### src/sv/jfte_pkg.sv
// Shared types, constants and axis mapping functions for the joystick frame
// trigger encoder. No dependencies.
package jfte_pkg;

  localparam int SAMPLE_W   = 12;
  localparam int AXIS_W     = 8;
  localparam int TIME_W     = 32;
  localparam int THR_W      = 7;
  localparam int COOL_W     = 16;
  localparam int MAX_BYTES  = 6;
  localparam int CNT_W      = 3;
  localparam int IDX_W      = 3;
  localparam int IN_DATA_W  = 80;
  localparam int OUT_DATA_W = 8;
  localparam int CFG_IDX_W  = 2;
  localparam int CFG_DATA_W = 16;

  localparam logic [CFG_IDX_W-1:0] CFG_TRIGGER_THRESHOLD = 2'd0;
  localparam logic [CFG_IDX_W-1:0] CFG_CENTER_DEADZONE   = 2'd1;
  localparam logic [CFG_IDX_W-1:0] CFG_COOLDOWN_MS       = 2'd2;

  localparam logic [THR_W-1:0]  THRESHOLD_RST = 7'd15;
  localparam logic [THR_W-1:0]  DEADZONE_RST  = 7'd10;
  localparam logic [COOL_W-1:0] COOLDOWN_RST  = 16'd5000;

  localparam logic [AXIS_W-1:0] MID_VALUE = 8'd128;
  localparam logic [AXIS_W-1:0] MAX_VALUE = 8'd255;
  localparam logic [AXIS_W-1:0] PKT_HEAD  = 8'hBB;
  localparam logic [AXIS_W-1:0] PKT_TAIL  = 8'hEE;
  localparam logic [AXIS_W-1:0] CMD_RX_LO = 8'h63;  // 'c'
  localparam logic [AXIS_W-1:0] CMD_RX_HI = 8'h64;  // 'd'
  localparam logic [AXIS_W-1:0] CMD_RY_LO = 8'h62;  // 'b'
  localparam logic [AXIS_W-1:0] CMD_RY_HI = 8'h61;  // 'a'

  typedef enum logic [1:0] {
    ZONE_CENTRE = 2'd0,
    ZONE_LOW    = 2'd1,
    ZONE_HIGH   = 2'd2
  } zone_t;

  typedef logic [AXIS_W-1:0] axis_t;

  function automatic axis_t snap_centre(input axis_t v, input logic [THR_W-1:0] dz);
    logic [AXIS_W-1:0] lo;
    logic [AXIS_W-1:0] hi;
    lo = MID_VALUE - {1'b0, dz};
    hi = MID_VALUE + {1'b0, dz};
    return (v >= lo && v <= hi) ? MID_VALUE : v;
  endfunction

  function automatic axis_t map_left(input logic [SAMPLE_W-1:0] s,
                                     input logic [THR_W-1:0] dz);
    logic [AXIS_W:0] v;
    v = 9'd256 - {1'b0, s[SAMPLE_W-1:4]};
    return snap_centre(v[AXIS_W] ? MAX_VALUE : v[AXIS_W-1:0], dz);
  endfunction

  function automatic axis_t map_right(input logic [SAMPLE_W-1:0] s,
                                      input logic [THR_W-1:0] dz);
    return snap_centre(s[SAMPLE_W-1:4], dz);
  endfunction

  function automatic zone_t zone_of(input axis_t v, input logic [THR_W-1:0] thr);
    zone_t z;
    if (v < {1'b0, thr}) begin
      z = ZONE_LOW;
    end else if (v > (MAX_VALUE - {1'b0, thr})) begin
      z = ZONE_HIGH;
    end else begin
      z = ZONE_CENTRE;
    end
    return z;
  endfunction

endpackage

### src/sv/joystick_frame_trigger_encoder_top.sv
// Joystick frame trigger encoder: input register, byte assembly, output byte buffer.
// Depends on jfte_pkg.
// A frame's first byte is valid once its bytes load the output byte buffer.
// Throughput: one frame per cycle when frames emit nothing; otherwise one
// output byte per cycle while out_tready is high; a frame's run holds the buffer.
// Reset (rst_n low, synchronous): buffers empty, registers to defaults, Y zone
// centre, trigger times zero.
module joystick_frame_trigger_encoder_top (
  input  logic                                  clk,
  input  logic                                  rst_n,
  // lx[11:0], ly[23:12], rx[35:24], ry[47:36], now_ms[79:48]
  input  logic [jfte_pkg::IN_DATA_W-1:0]        in_tdata,
  input  logic                                  in_tvalid,
  output logic                                  in_tready,
  // out_byte[7:0]
  output logic [jfte_pkg::OUT_DATA_W-1:0]       out_tdata,
  output logic                                  out_tlast,
  output logic                                  out_tvalid,
  input  logic                                  out_tready,
  input  logic                                  cfg_valid,
  output logic                                  cfg_ready,
  input  logic [jfte_pkg::CFG_IDX_W-1:0]        cfg_index,
  input  logic [jfte_pkg::CFG_DATA_W-1:0]       cfg_data
);
  import jfte_pkg::*;

  logic [THR_W-1:0]  threshold_r;
  logic [THR_W-1:0]  deadzone_r;
  logic [COOL_W-1:0] cooldown_r;

  zone_t             zone_r;
  logic [TIME_W-1:0] low_time_r;
  logic [TIME_W-1:0] high_time_r;

  logic                  s1_valid_r;
  logic [IN_DATA_W-1:0]  s1_data_r;

  axis_t                 buf_r [MAX_BYTES];
  logic [CNT_W-1:0]      cnt_r;
  logic [IDX_W-1:0]      idx_r;
  logic                  s2_valid_r;

  axis_t                 lx, ly, rx, ry;
  logic [TIME_W-1:0]     now;
  zone_t                 rxz, ryz;
  logic                  fire_lo, fire_hi;
  axis_t                 bytes_nxt [MAX_BYTES];
  logic [CNT_W-1:0]      n_nxt;
  logic                  out_last;
  logic                  s2_free;
  logic                  s1_adv;
  logic                  s1_take;

  assign cfg_ready = 1'b1;

  always_ff @(posedge clk) begin
    if (!rst_n) begin
      threshold_r <= THRESHOLD_RST;
      deadzone_r  <= DEADZONE_RST;
      cooldown_r  <= COOLDOWN_RST;
    end else if (cfg_valid) begin
      case (cfg_index)
        CFG_TRIGGER_THRESHOLD: threshold_r <= cfg_data[THR_W-1:0];
        CFG_CENTER_DEADZONE:   deadzone_r  <= cfg_data[THR_W-1:0];
        CFG_COOLDOWN_MS:       cooldown_r  <= cfg_data;
        default: ;
      endcase
    end
  end

  always_comb begin
    lx      = map_left(s1_data_r[11:0], deadzone_r);
    ly      = map_left(s1_data_r[23:12], deadzone_r);
    rx      = map_right(s1_data_r[35:24], deadzone_r);
    ry      = map_right(s1_data_r[47:36], deadzone_r);
    now     = s1_data_r[79:48];
    rxz     = zone_of(rx, threshold_r);
    ryz     = zone_of(ry, threshold_r);
    fire_lo = (ryz == ZONE_LOW) && (zone_r != ZONE_LOW) &&
              ((now - low_time_r) >= {{(TIME_W-COOL_W){1'b0}}, cooldown_r});
    fire_hi = (ryz == ZONE_HIGH) && (zone_r != ZONE_HIGH) &&
              ((now - high_time_r) >= {{(TIME_W-COOL_W){1'b0}}, cooldown_r});

    for (int i = 0; i < MAX_BYTES; i++) begin
      bytes_nxt[i] = '0;
    end
    n_nxt = '0;
    if (lx != MID_VALUE || ly != MID_VALUE) begin
      bytes_nxt[0] = PKT_HEAD;
      bytes_nxt[1] = ly;
      bytes_nxt[2] = lx;
      bytes_nxt[3] = PKT_TAIL;
      n_nxt        = 3'd4;
    end
    if (rx != MID_VALUE && rxz != ZONE_CENTRE) begin
      bytes_nxt[n_nxt] = (rxz == ZONE_LOW) ? CMD_RX_LO : CMD_RX_HI;
      n_nxt            = n_nxt + 3'd1;
    end
    if (fire_lo || fire_hi) begin
      bytes_nxt[n_nxt] = fire_lo ? CMD_RY_LO : CMD_RY_HI;
      n_nxt            = n_nxt + 3'd1;
    end
  end

  assign out_last  = (idx_r == (cnt_r - 3'd1));
  assign s2_free   = !s2_valid_r || (out_tready && out_last);
  assign s1_adv    = s1_valid_r && ((n_nxt == '0) || s2_free);
  assign in_tready = !s1_valid_r || s1_adv;
  assign s1_take   = in_tvalid && in_tready;

  always_ff @(posedge clk) begin
    if (!rst_n) begin
      s1_valid_r <= 1'b0;
    end else if (in_tready) begin
      s1_valid_r <= in_tvalid;
    end
  end

  always_ff @(posedge clk) begin
    if (s1_take) begin
      s1_data_r <= in_tdata;
    end
  end

  always_ff @(posedge clk) begin
    if (!rst_n) begin
      zone_r      <= ZONE_CENTRE;
      low_time_r  <= '0;
      high_time_r <= '0;
    end else if (s1_adv) begin
      zone_r <= ryz;
      if (fire_lo) begin
        low_time_r <= now;
      end
      if (fire_hi) begin
        high_time_r <= now;
      end
    end
  end

  always_ff @(posedge clk) begin
    if (!rst_n) begin
      s2_valid_r <= 1'b0;
      idx_r      <= '0;
      cnt_r      <= '0;
    end else if (s2_free) begin
      s2_valid_r <= s1_adv && (n_nxt != '0);
      idx_r      <= '0;
      cnt_r      <= n_nxt;
    end else if (out_tready) begin
      idx_r <= idx_r + 3'd1;
    end
  end

  always_ff @(posedge clk) begin
    if (s2_free) begin
      buf_r <= bytes_nxt;
    end
  end

  assign out_tvalid = s2_valid_r;
  assign out_tdata  = buf_r[idx_r];
  assign out_tlast  = out_last;

  a_idx_in_run: assert property (@(posedge clk) disable iff (!rst_n)
    s2_valid_r |-> (cnt_r != '0) && (idx_r < cnt_r))
    else $error("byte index outside frame run");

  a_low_fire_zone: assert property (@(posedge clk) disable iff (!rst_n)
    !$stable(low_time_r) |-> (zone_r == ZONE_LOW))
    else $error("low trigger time moved outside low zone");

  a_high_fire_zone: assert property (@(posedge clk) disable iff (!rst_n)
    !$stable(high_time_r) |-> (zone_r == ZONE_HIGH))
    else $error("high trigger time moved outside high zone");

  a_stall_needs_frame: assert property (@(posedge clk) disable iff (!rst_n)
    !in_tready |-> s1_valid_r && s2_valid_r)
    else $error("input stalled with free stages");

endmodule

### config.mk
export PLATFORM = sky130hd
export DESIGN_NAME = joystick_frame_trigger_encoder_top
export DESIGN_NICKNAME = d
export VERILOG_FILES = /design/src/sv/jfte_pkg.sv /design/src/sv/joystick_frame_trigger_encoder_top.sv
export SDC_FILE = /design/constraint.sdc
export NUM_CORES = 1
export LEC_CHECK = 0
export ABC_CLOCK_PERIOD_IN_PS = 9200
export BUFFER_PORTS_ARGS = -buffer_cell sky130_fd_sc_hd__clkbuf_2
export CORE_ASPECT_RATIO = 0.7
export CORE_MARGIN = 3
export CORE_UTILIZATION = 63
export CTS_BUF_LIST = sky130_fd_sc_hd__clkbuf_4 sky130_fd_sc_hd__clkbuf_8
export DETAILED_ROUTE_END_ITERATION = 10
export PLACE_DENSITY = 0.82
export SYNTH_ARGS = -nofsm -noshare
export SYNTH_HDL_FRONTEND = slang
export SYNTH_SLANG_ARGS = --single-unit
### constraint.sdc
create_clock -name clk -period 9.2 [get_ports clk]
set_clock_uncertainty 0.15 [all_clocks]
set_input_delay 0.92 -clock clk [delete_from_list [all_inputs] [get_ports clk]]
set_output_delay 0.92 -clock clk [all_outputs]
set_load 0.1 [all_outputs]
# Word-level counts from Yosys, hierarchy flattened
# Cells that the tools add are included.
# W data, S select, Z words.
# totals
output_inout_bits	12
register_bits	232
elab_cells	121
inputBits	103
# classes
bitwise_logic	4
mux	27
addsub	11
n_eq_ne	11
magnitude_cmp	19
reduce_logical	32
# op_table
cell	count
$bwmux W48	2
$mux W48	2
$mux W8	10
$ge A32 B16 Y1	2
$sub A32 B32 Y32	2
$demux W8 S3	2
$ge A8 B8 Y1	4
$le A8 B8 Y1	4
$mux W32	1
$bmux W8 S3	1
$ne A8 B8 Y1 const B	3
$sub A9 B8 Y9 const A	2
$gt A8 B8 Y1	2
$lt A8 B7 Y1	2
$sub A8 B7 Y8 const A	2
$logic_and A1 B1 Y1	15
$ge A4 B4 Y1 const B	3
$mux W3	4
$not A3 Y4	3
$mux W2	5
$reduce_and A2 Y1	5
$add A3 B1 Y3 const B	3
$add A8 B7 Y8 const A	1
$lt A4 B1 Y1 const B	2
14 further kinds	22

# Depth between registers and ports, before layout
# Gate-level depths: netlist of run 1.
# depth
word_depth	17
mapped_depth	28
mapped_depth_nobuf	26

# Worst setup path before layout of run 1
# No wires, ideal clock.
# synth_path
kind	register to register
from	reg s1_data_r[48]
to	reg s1_data_r[10] (enable)
setup_slack_ns	0.397
n_path_buf	0
setup_time_ns	0.428
t_arrival_ns	8.225
required_time_ns	8.622
stages_incl_launch_ff	27
path_cell_list	edfxtp_1 > inv_1 > ha_1 > inv_1 > fa_1 > a21oi_2 > o21ai_1 > a21oi_1 > o21a_1 > o21a_1 > o21ai_0 > xor2_1 > ha_1 > o21ai_0 > nor2_1 > nor3_1 > o2111ai_1 > or4_1 > a2111o_1 > or4_1 > nor4_1 > nand3b_2 > a21boi_4 > ha_1 > inv_1 > o211ai_1 > and2_1
# synth_via
elab_chain_cells	10
word_cells_on_any_way	13
# synth_rtl
element	line_no	rtl
from (decl)	joystick_frame_trigger_encoder_top.sv:36	logic [IN_DATA_W-1:0] s1_data_r;
from (signal assigned)	joystick_frame_trigger_encoder_top.sv:121	s1_data_r <= in_tdata;
$sub A32 B32 Y32 (on tied branches)	joystick_frame_trigger_encoder_top.sv:80, joystick_frame_trigger_encoder_top.sv:82	
$ge A32 B16 Y1 (on tied branches)	joystick_frame_trigger_encoder_top.sv:80, joystick_frame_trigger_encoder_top.sv:82	
$logic_and A1 B1 Y1 (on tied branches)	joystick_frame_trigger_encoder_top.sv:79, joystick_frame_trigger_encoder_top.sv:81	
$logic_or A1 B1 Y1 *	joystick_frame_trigger_encoder_top.sv:99	if (fire_lo || fire_hi) begin
$mux W3 *	joystick_frame_trigger_encoder_top.sv:99	
$logic_not A3 Y1 *	joystick_frame_trigger_encoder_top.sv:107	assign s1_adv = s1_valid_r && ((n_nxt == '0) || s2_free);
$logic_or A1 B1 Y1 *	joystick_frame_trigger_encoder_top.sv:107	
$logic_and A1 B1 Y1 *	joystick_frame_trigger_encoder_top.sv:107	
$logic_or A1 B1 Y1 *	joystick_frame_trigger_encoder_top.sv:108	assign in_tready = !s1_valid_r || s1_adv;
net in_tready	joystick_frame_trigger_encoder_top.sv:14	output logic in_tready,
$logic_and A1 B1 Y1 *	joystick_frame_trigger_encoder_top.sv:109	assign s1_take = in_tvalid && in_tready;
net s1_take	joystick_frame_trigger_encoder_top.sv:52	logic s1_take;
# Mark *: on every way through the listed nets, which the timed path passes. The rest lies on a longest branch.
# A chain may end at the register's enable or synchronous reset.

# Final worst setup path of run 1
# layout_path
from	reg s1_data_r[48]
to	out in_tready
# layout_via
elab_chain_cells	9
word_cells_on_any_way	12
# layout_rtl
element	line_no
$sub A32 B32 Y32 (on tied branches)	joystick_frame_trigger_encoder_top.sv:80, joystick_frame_trigger_encoder_top.sv:82
$ge A32 B16 Y1 (on tied branches)	joystick_frame_trigger_encoder_top.sv:80, joystick_frame_trigger_encoder_top.sv:82
$logic_and A1 B1 Y1 (on tied branches)	joystick_frame_trigger_encoder_top.sv:79, joystick_frame_trigger_encoder_top.sv:81
$logic_or A1 B1 Y1 *	joystick_frame_trigger_encoder_top.sv:99
$mux W3 *	joystick_frame_trigger_encoder_top.sv:99
$logic_not A3 Y1 *	joystick_frame_trigger_encoder_top.sv:107
$logic_or A1 B1 Y1 *	joystick_frame_trigger_encoder_top.sv:107
$logic_and A1 B1 Y1 *	joystick_frame_trigger_encoder_top.sv:107
$logic_or A1 B1 Y1 *	joystick_frame_trigger_encoder_top.sv:108
to (decl)	joystick_frame_trigger_encoder_top.sv:14
# Mark *: on every way between the ends. The rest lies on a longest branch, timed or not.

==> summary.md, run 1 <==
| Metric | Value |
|---|---|
| Nets | about 2000 |
| Yosys cell types | 86 |
| Cells after Synth | 1623 |
| TritonCTS Sinks | a little under 200 |
| Via count | about 12000 |
| Max clock buf depth | 2 |
| Critical path buffer and inverter count | 4 |
| GRT overflow | 0 |
| Largest net degree at the start of global routing | between 70 and 80 |
| Post-DP HPWL | approximately 28000 microns |
| Tot Pwr | approximately 2.1 mW |
| Worst VDD drop | between 0.1 and 0.15 mV |
| Hold Startpoint | high_time_r[7] |
| Wire length of the first global-routing pass | roughly 60000 microns |
| Register Area | approximately 5000 sq um |
| Cts repair resizes | 0 |
| Layout filler cell count | 1734 |
| Reg2Reg Launch Point | s1_data_r[48] |
| Vias in the first global route | 11600 |
| RSZ-0062 raised after global routing | no |
| Net Sw Frac | 0.346 |
| Final core utilization | 0.701 |
| H-tree levels | 4 |
| Port Buf Inserts | 97 |
| Drt drc | 0 |
| Die ar. | ~25000 sq um |
| Hold_buf cts | 0 |
| CTS root buf | clkbuf_8 |
| Synth warn | 0 |
| Crit Path Class | flip-flop to output port |
| CTS tree | built |
| Filler-free cell count of the finished design | about 2000 |
| Routed WL per cell | ~18 microns |
| Internal | 1.40 mW |
| Crit Path Max Fanout | 8 |
| NetSw | 0.740 mW |
| Worst slew margin | 0.393 |
| Placed insts | between 1500 and 2000 |
| Max-Cap Viols | 0 |
| Setup crit end kind | output port |
| Antenna violations before repair | 0 |
| Startpoint types | flip-flop |
| Crit path from | s1_data_r[48] |
| Hold Crit Class | flip-flop to flip-flop |
| Top delay family on crit path | compound AO/OA/AOI/OAI gates |
| Core area | roughly 22000 sq um |
| Routability cong. | around 0.92 |
| Comb pwr share | 0.264 |
| Status | finished, final reports clean |
| Worst hold slack | 0.314 ns |
| Dpl ws | between 1.5 and 2 ns |
| Clock slew at reported path FFs | 0.10 ns |
| Layout area overhead | 7.21% |
| Synth Flop Type | dfxtp_1 |
| Final Hold Fails | 0 |
| Multi-input logic area | 8760 sq um |
| # IOs | approximately 120 |
| Arrival @ worst endpoint | ~7 ns |
| Pleak | between 6 and 7 nW |
| Worst EP required | about 8.1 ns |
| Fmax | ~120 MHz |
| Drt first pass iters | 6 |
| Clk pwr share | 0.263 |
| Highest-delay cell along the critical path | clkbuf_2 |
| Worst Slack Setup Final | between 0.9 and 1 ns |
| ANT cells | 0 |
| Slew Limit Fails | 0 |
| Chip Width | between 150 and 200 microns |
| Setup Buffers After CTS | 0 |
| Post-synth EDFFs | 94 |
| Syn Area/Cell | about 9 sq um |
| Die boundary height | ~130 microns |
| Post-DR vias/cell | approximately 6.1 |
| DRT Wirelength | 36200 microns |
| P per Cell Area | about 140 nW/um^2 |
| Final period util | 0.898 |
| Row Count | between 40 and 50 |
| Layout cell share with drive strength beyond 1 | 0.0989 |
| GRT Overall Usage | 0.289 |
| Clock Latency Late Sink | between 0.5 and 0.6 ns |
| Design area | about 16000 sq um |
| Post-route minimum period | 8.26 ns |
| Initial Utilization | 0.654 |
| Critical Path Max Stage Delay | about 0.53 ns |
| Worst Tran Pin Value | approximately 0.90 ns |
| Antenna-violating nets left | 0 |
| Finish-stage setup viols | 0 |
| Cts bufs inserted | 17 |
| Async S/R FF share, synth | 0 |
| Final setup TNS | 0 ns |
| Synth Register Bits | between 150 and 200 |
| Initial DRC Count | around 1200 |
| Synth Net Count | between 1500 and 2000 |
| Sequential-to-total area share from yosys stat | 0.339 |
| Flop pwr share | 0.474 |
| Area of the mapped netlist | roughly 14000 sq um |
| Area of placed instances | about 15000 sq um |
layer usage:
layer | vias to the layer above | wire (microns) | global-route usage | share of wire
li1 | 5965 | - | - | -
met2 | 592 | 14700 | 0.413 | 0.41
met5 | - | 0 | 0 | 0
met4 | 0 | 797 | 0.0864 | 0.022
met1 | 5707 | 17000 | 0.434 | 0.47
met3 | 69 | 3580 | 0.0683 | 0.099
kinds of logic (layout without fill, tap and decap cells):
family,after synthesis,in the layout,synth area share
and+or+nand+nor,510,510,0.166
AOI/OAI and AO/OA,386,386,0.173
DFF,198,198,0.339
buffers and inverters,192,277,0.0559
adders and majority gates,184,184,0.160
muxes,93,93,0.0699
xor gates and xnor gates,59,59,0.0357
other,1,1,0.000259
synth_stat cells (5+ instances only):
| master | n | area [sq um] |
|---|---|---|
| o21ai_0 | 79 | 395 |
| nand3_1 | 17 | 85.1 |
| o211ai_1 | 21 | 158 |
| o31ai_1 | 12 | 90.1 |
| xor2_1 | 26 | 228 |
| mux2i_1 | 83 | 831 |
| a221oi_1 | 5 | 43.8 |
| inv_1 | 140 | 526 |
| nand2_1 | 213 | 800 |
| or2_2 | 5 | 31.3 |
| a21boi_0 | 19 | 143 |
| a21oi_1 | 105 | 526 |
| nor4_1 | 12 | 75.1 |
| clkbuf_1 | 34 | 128 |
| o21a_1 | 24 | 180 |
| nand2b_1 | 20 | 125 |
| o21bai_1 | 10 | 75.1 |
| nor3b_1 | 7 | 52.6 |
| nor3_1 | 22 | 110 |
| o2111ai_1 | 6 | 52.6 |
| a21o_1 | 26 | 195 |
| nor2b_1 | 34 | 213 |
| xnor2_1 | 33 | 289 |
| a211oi_1 | 16 | 120 |
| edfxtp_1 | 94 | 2820 |
| nor2_1 | 109 | 409 |
| buf_4 | 7 | 52.6 |
| dfxtp_1 | 104 | 2080 |
| mux4_2 | 6 | 135 |
| or4_1 | 5 | 37.5 |
| or3_1 | 6 | 37.5 |
| and2_1 | 13 | 81.3 |
| ha_1 | 180 | 2250 |
| a31oi_1 | 11 | 68.8 |
| o22ai_1 | 9 | 56.3 |
| nand4_1 | 26 | 163 |
final timing paths:
| check | end | slack (ns) | cells past startpoint |
|---|---|---|---|
| hold reg to reg | high_time_r[7] | 0.31 | 2 |
| setup / recovery | in_tready | 0.94 | 26 |
| setup reg to reg | s1_data_r[66] | 1.53 | 27 |
| hold / removal | high_time_r[7] | 0.31 | 2 |
layout by cell type, fill, tap and decap left out, types with 9 or more instances in the layout:
master and count:
edfxtp_1 94, nor2_1 109, o211ai_1 21, o21a_1 24, xnor2_1 33, clkbuf_8 17
o31ai_1 12, a21boi_0 19, nor4_1 12, mux2i_1 83, nand3_1 17, o21bai_1 10
nor2b_1 34, nand4_1 26, o21ai_0 79, nand2b_1 20, a211oi_1 16, and2_1 12
a21o_1 26, clkbuf_2 96, a31oi_1 11, dfxtp_1 104, inv_1 140, xor2_1 26
o22ai_1 9, ha_1 180, nor3_1 22, nand2_1 213, a21oi_1 105
power groups by stage:
| stage | clock network [mW] | logic (mW) | registers [mW] |
|---|---|---|---|
| 2_1_floorplan | 0 | 0.410 | 1.02 |
| 3_3_place_gp | 0 | 0.526 | 1.03 |
| 3_5_place_dp | 0 | 0.547 | 1.03 |
| 4_1_cts | 0.571 | 0.551 | 1.01 |
| 5_1_grt | 0.606 | 0.625 | 1.02 |
| 6_report | 0.561 | 0.564 | 1.01 |
registers in the layout, summed over array words and instances (netlist names):
signal,flops
s1_data_r,64
cnt_r,3
buf_r,30
threshold_r,7
deadzone_r,7
s1_valid_r,1
high_time_r,32
out_tvalid,1
low_time_r,32
zone_r,2
idx_r,3
cooldown_r,16
cell type report:
cell class / instances / share of cell area
multi-input cells: 1233 / 0.565
flip-flops and latches: 198 / 0.316
repair buffers: 105 / 0.0361
inverters: 140 / 0.0339
well taps: 305 / 0.0246
clock buffers: 18 / 0.0156
clock inverters: 14 / 0.00879
worst min-delay path: cells and delay by family (launching register included):
| family | cells | cell delay [ns] |
|---|---|---|
| flops | 1 | 0.32 |
| mux | 1 | 0.05 |
| simple gates | 1 | 0.05 |
Note: power is estimated with default switching activity, not from simulation.
==> run 2, diff against run 1 <==
- REMOVE_ABC_BUFFERS: default -> 1
==> summary.md, run 2 (synthesis results as in run 1) <==
| Metric | Value |
|---|---|
| Routability cong. | about 0.93 |
| Top Layer Used | met4 |
| Layout cell share with drive strength beyond 1 | 0.0984 |
| Hold Crit Class | flip-flop to flip-flop |
| Commonest cells after routing, fill and taps aside | nand2_1, ha_1, inv_1 |
| Chip Width | around 190 microns |
| Max reg flops | 64 |
| Hold_buf cts | 0 |
| Clock slew at reported path FFs | 0.12 ns |
| Post-DP HPWL | 27400 microns |
| Metal1 wirelength | approximately 16000 microns |
| Cts repair resizes | 0 |
| Setup Buffers After CTS | 0 |
| DRT Wirelength | between 30000 and 40000 microns |
| Fmax | about 120 MHz |
| Final setup TNS | 0 ns |
| Net Sw Frac | 0.340 |
| Routed WL per cell | between 15 and 20 microns |
| GRT Overall Usage | 0.284 |
| Max-Cap Viols | 0 |
| Startpoint types | flip-flop |
| Nets | 1980 |
| Max clock buf depth | 2 |
| Clk pwr share | 0.262 |
| Initial DRC Count | about 1200 |
| Worst Tran Pin Value | around 1.2 ns |
| Status | finished, final reports clean |
| Slew Limit Fails | 0 |
| Arrival @ worst endpoint | 7.28 ns |
| RSZ-0062 raised after global routing | no |
| # IOs | approximately 120 |
| Drt first pass iters | 7 |
| Clock Latency Late Sink | ~0.52 ns |
| Port Buf Inserts | 97 |
| Layout area overhead | 7.16% |
| H-tree levels | 4 |
| Initial Utilization | 0.654 |
| Flop pwr share | 0.478 |
| Final Hold Fails | 0 |
| Antenna-violating nets left | 0 |
| Tot Pwr | ~2.1 mW |
| Finish-stage setup viols | 0 |
| Post-DR vias/cell | 6.10 |
| Row Count | 45 |
| Top reg by flops | s1_data_r |
| Drt drc | 0 |
| Biggest regs | s1_data_r x64, high_time_r x32, low_time_r x32 |
| Worst hold slack | about 0.31 ns |
| GRT overflow | 0 |
| Vias in the first global route | around 12000 |
| CTS root buf | clkbuf_8 |
| ANT cells | 0 |
| P per Cell Area | 137 nW/um^2 |
| Most common cell after layout, fill and taps aside | nand2_1 |
| CTS tree | built |
| Antenna violations before repair | 0 |
| Largest net degree at the start of global routing | 81 |
| Comb pwr share | 0.260 |
| Worst EP required | 8.13 ns |
| Metal3 WL | between 2000 and 3000 microns |
| Cts bufs inserted | 17 |
| TritonCTS Sinks | 198 |
| Worst VDD drop | approximately 0.17 mV |
| Worst slew margin | 0.186 |
| Via count | about 12000 |
| Met2 WL | ~16000 microns |
| Post-route minimum period | approximately 8.3 ns |
| Crit Path Class | flip-flop to output port |
| Core area | ~22000 sq um |
| Pleak | 6.42 nW |
| Crit Path Max Fanout | 8 |
| Final period util | 0.907 |
| NetSw | approximately 0.72 mW |
| Setup crit end kind | output port |
| Die ar. | between 20000 and 25000 sq um |
| Wire length of the first global-routing pass | between 50000 and 60000 microns |
| Die boundary height | 133 microns |
| Internal | 1.40 mW |
## run 2: final cells by class
type	instances	area (sq um)
multi-input cells	1233	8760
fillers	1740	6630
flip-flops and latches	198	4900
repair buffers	105	548
inverters	140	526
well taps	305	382
clock buffers	18	248
clock inverters	14	135
## run 2: final timing paths
check | cells past startpoint | to | startpoint | slack (ns)
worst min-delay path | 2 | high_time_r[20] | high_time_r[20] | 0.31
worst min register to register | 2 | high_time_r[20] | high_time_r[20] | 0.31
worst max register to register | 23 | s1_data_r[44] | s1_data_r[51] | 1.27
worst max-delay path | 22 | in_tready | s1_data_r[51] | 0.85
## run 2: per-stage QoR
stage / setup WS [ns] / instances / utilization / instance area [sq um]
floorplan: 0.397 / 1571 / - / 14200
global placement: 1.54 / 1981 / 0.683 / 15100
detailed placement: 1.41 / 1981 / 0.683 / 15100
CTS: 0.925 / 2013 / 0.700 / 15500
global route: 0.410 / 2013 / 0.700 / 15500
finish: 0.853 / 2013 / 0.700 / 15500
## run 2: power by group through the flow
stage / sequential, mW / combinational [mW] / clock (mW)
finish: 1.01 / 0.551 / 0.556
global route: 1.02 / 0.613 / 0.597
CTS: 1.01 / 0.541 / 0.563
detailed placement: 1.03 / 0.537 / 0
global placement: 1.03 / 0.516 / 0
floorplan: 1.02 / 0.398 / 0
## run 2: worst max-delay path: stages, from the launching register on
cell       delay (ns)
edfxtp_1         0.44
ha_1             0.39
nand2_1          0.13
a211oi_1         0.51
o221ai_1         0.34
nor2b_1          0.24
o21ai_0          0.23
xor2_1           0.19
ha_1             0.27
a211oi_1         0.25
nor2_1           0.08
nor3_1           0.17
o2111ai_1        0.11
or4_1            0.49
a2111o_1         0.39
or4_1            0.47
nor4_1           0.42
nand3b_2         0.30
a21boi_4         0.32
ha_1             0.22
inv_1            0.06
o211ai_1         0.24
clkbuf_2         0.51
## run 2: per-layer routing
metal | up-vias | GRT usage
li1 | 5959 | -
met1 | 5790 | 0.408
met2 | 482 | 0.444
met3 | 44 | 0.0524
met4 | 0 | 0.0709
met5 | - | 0
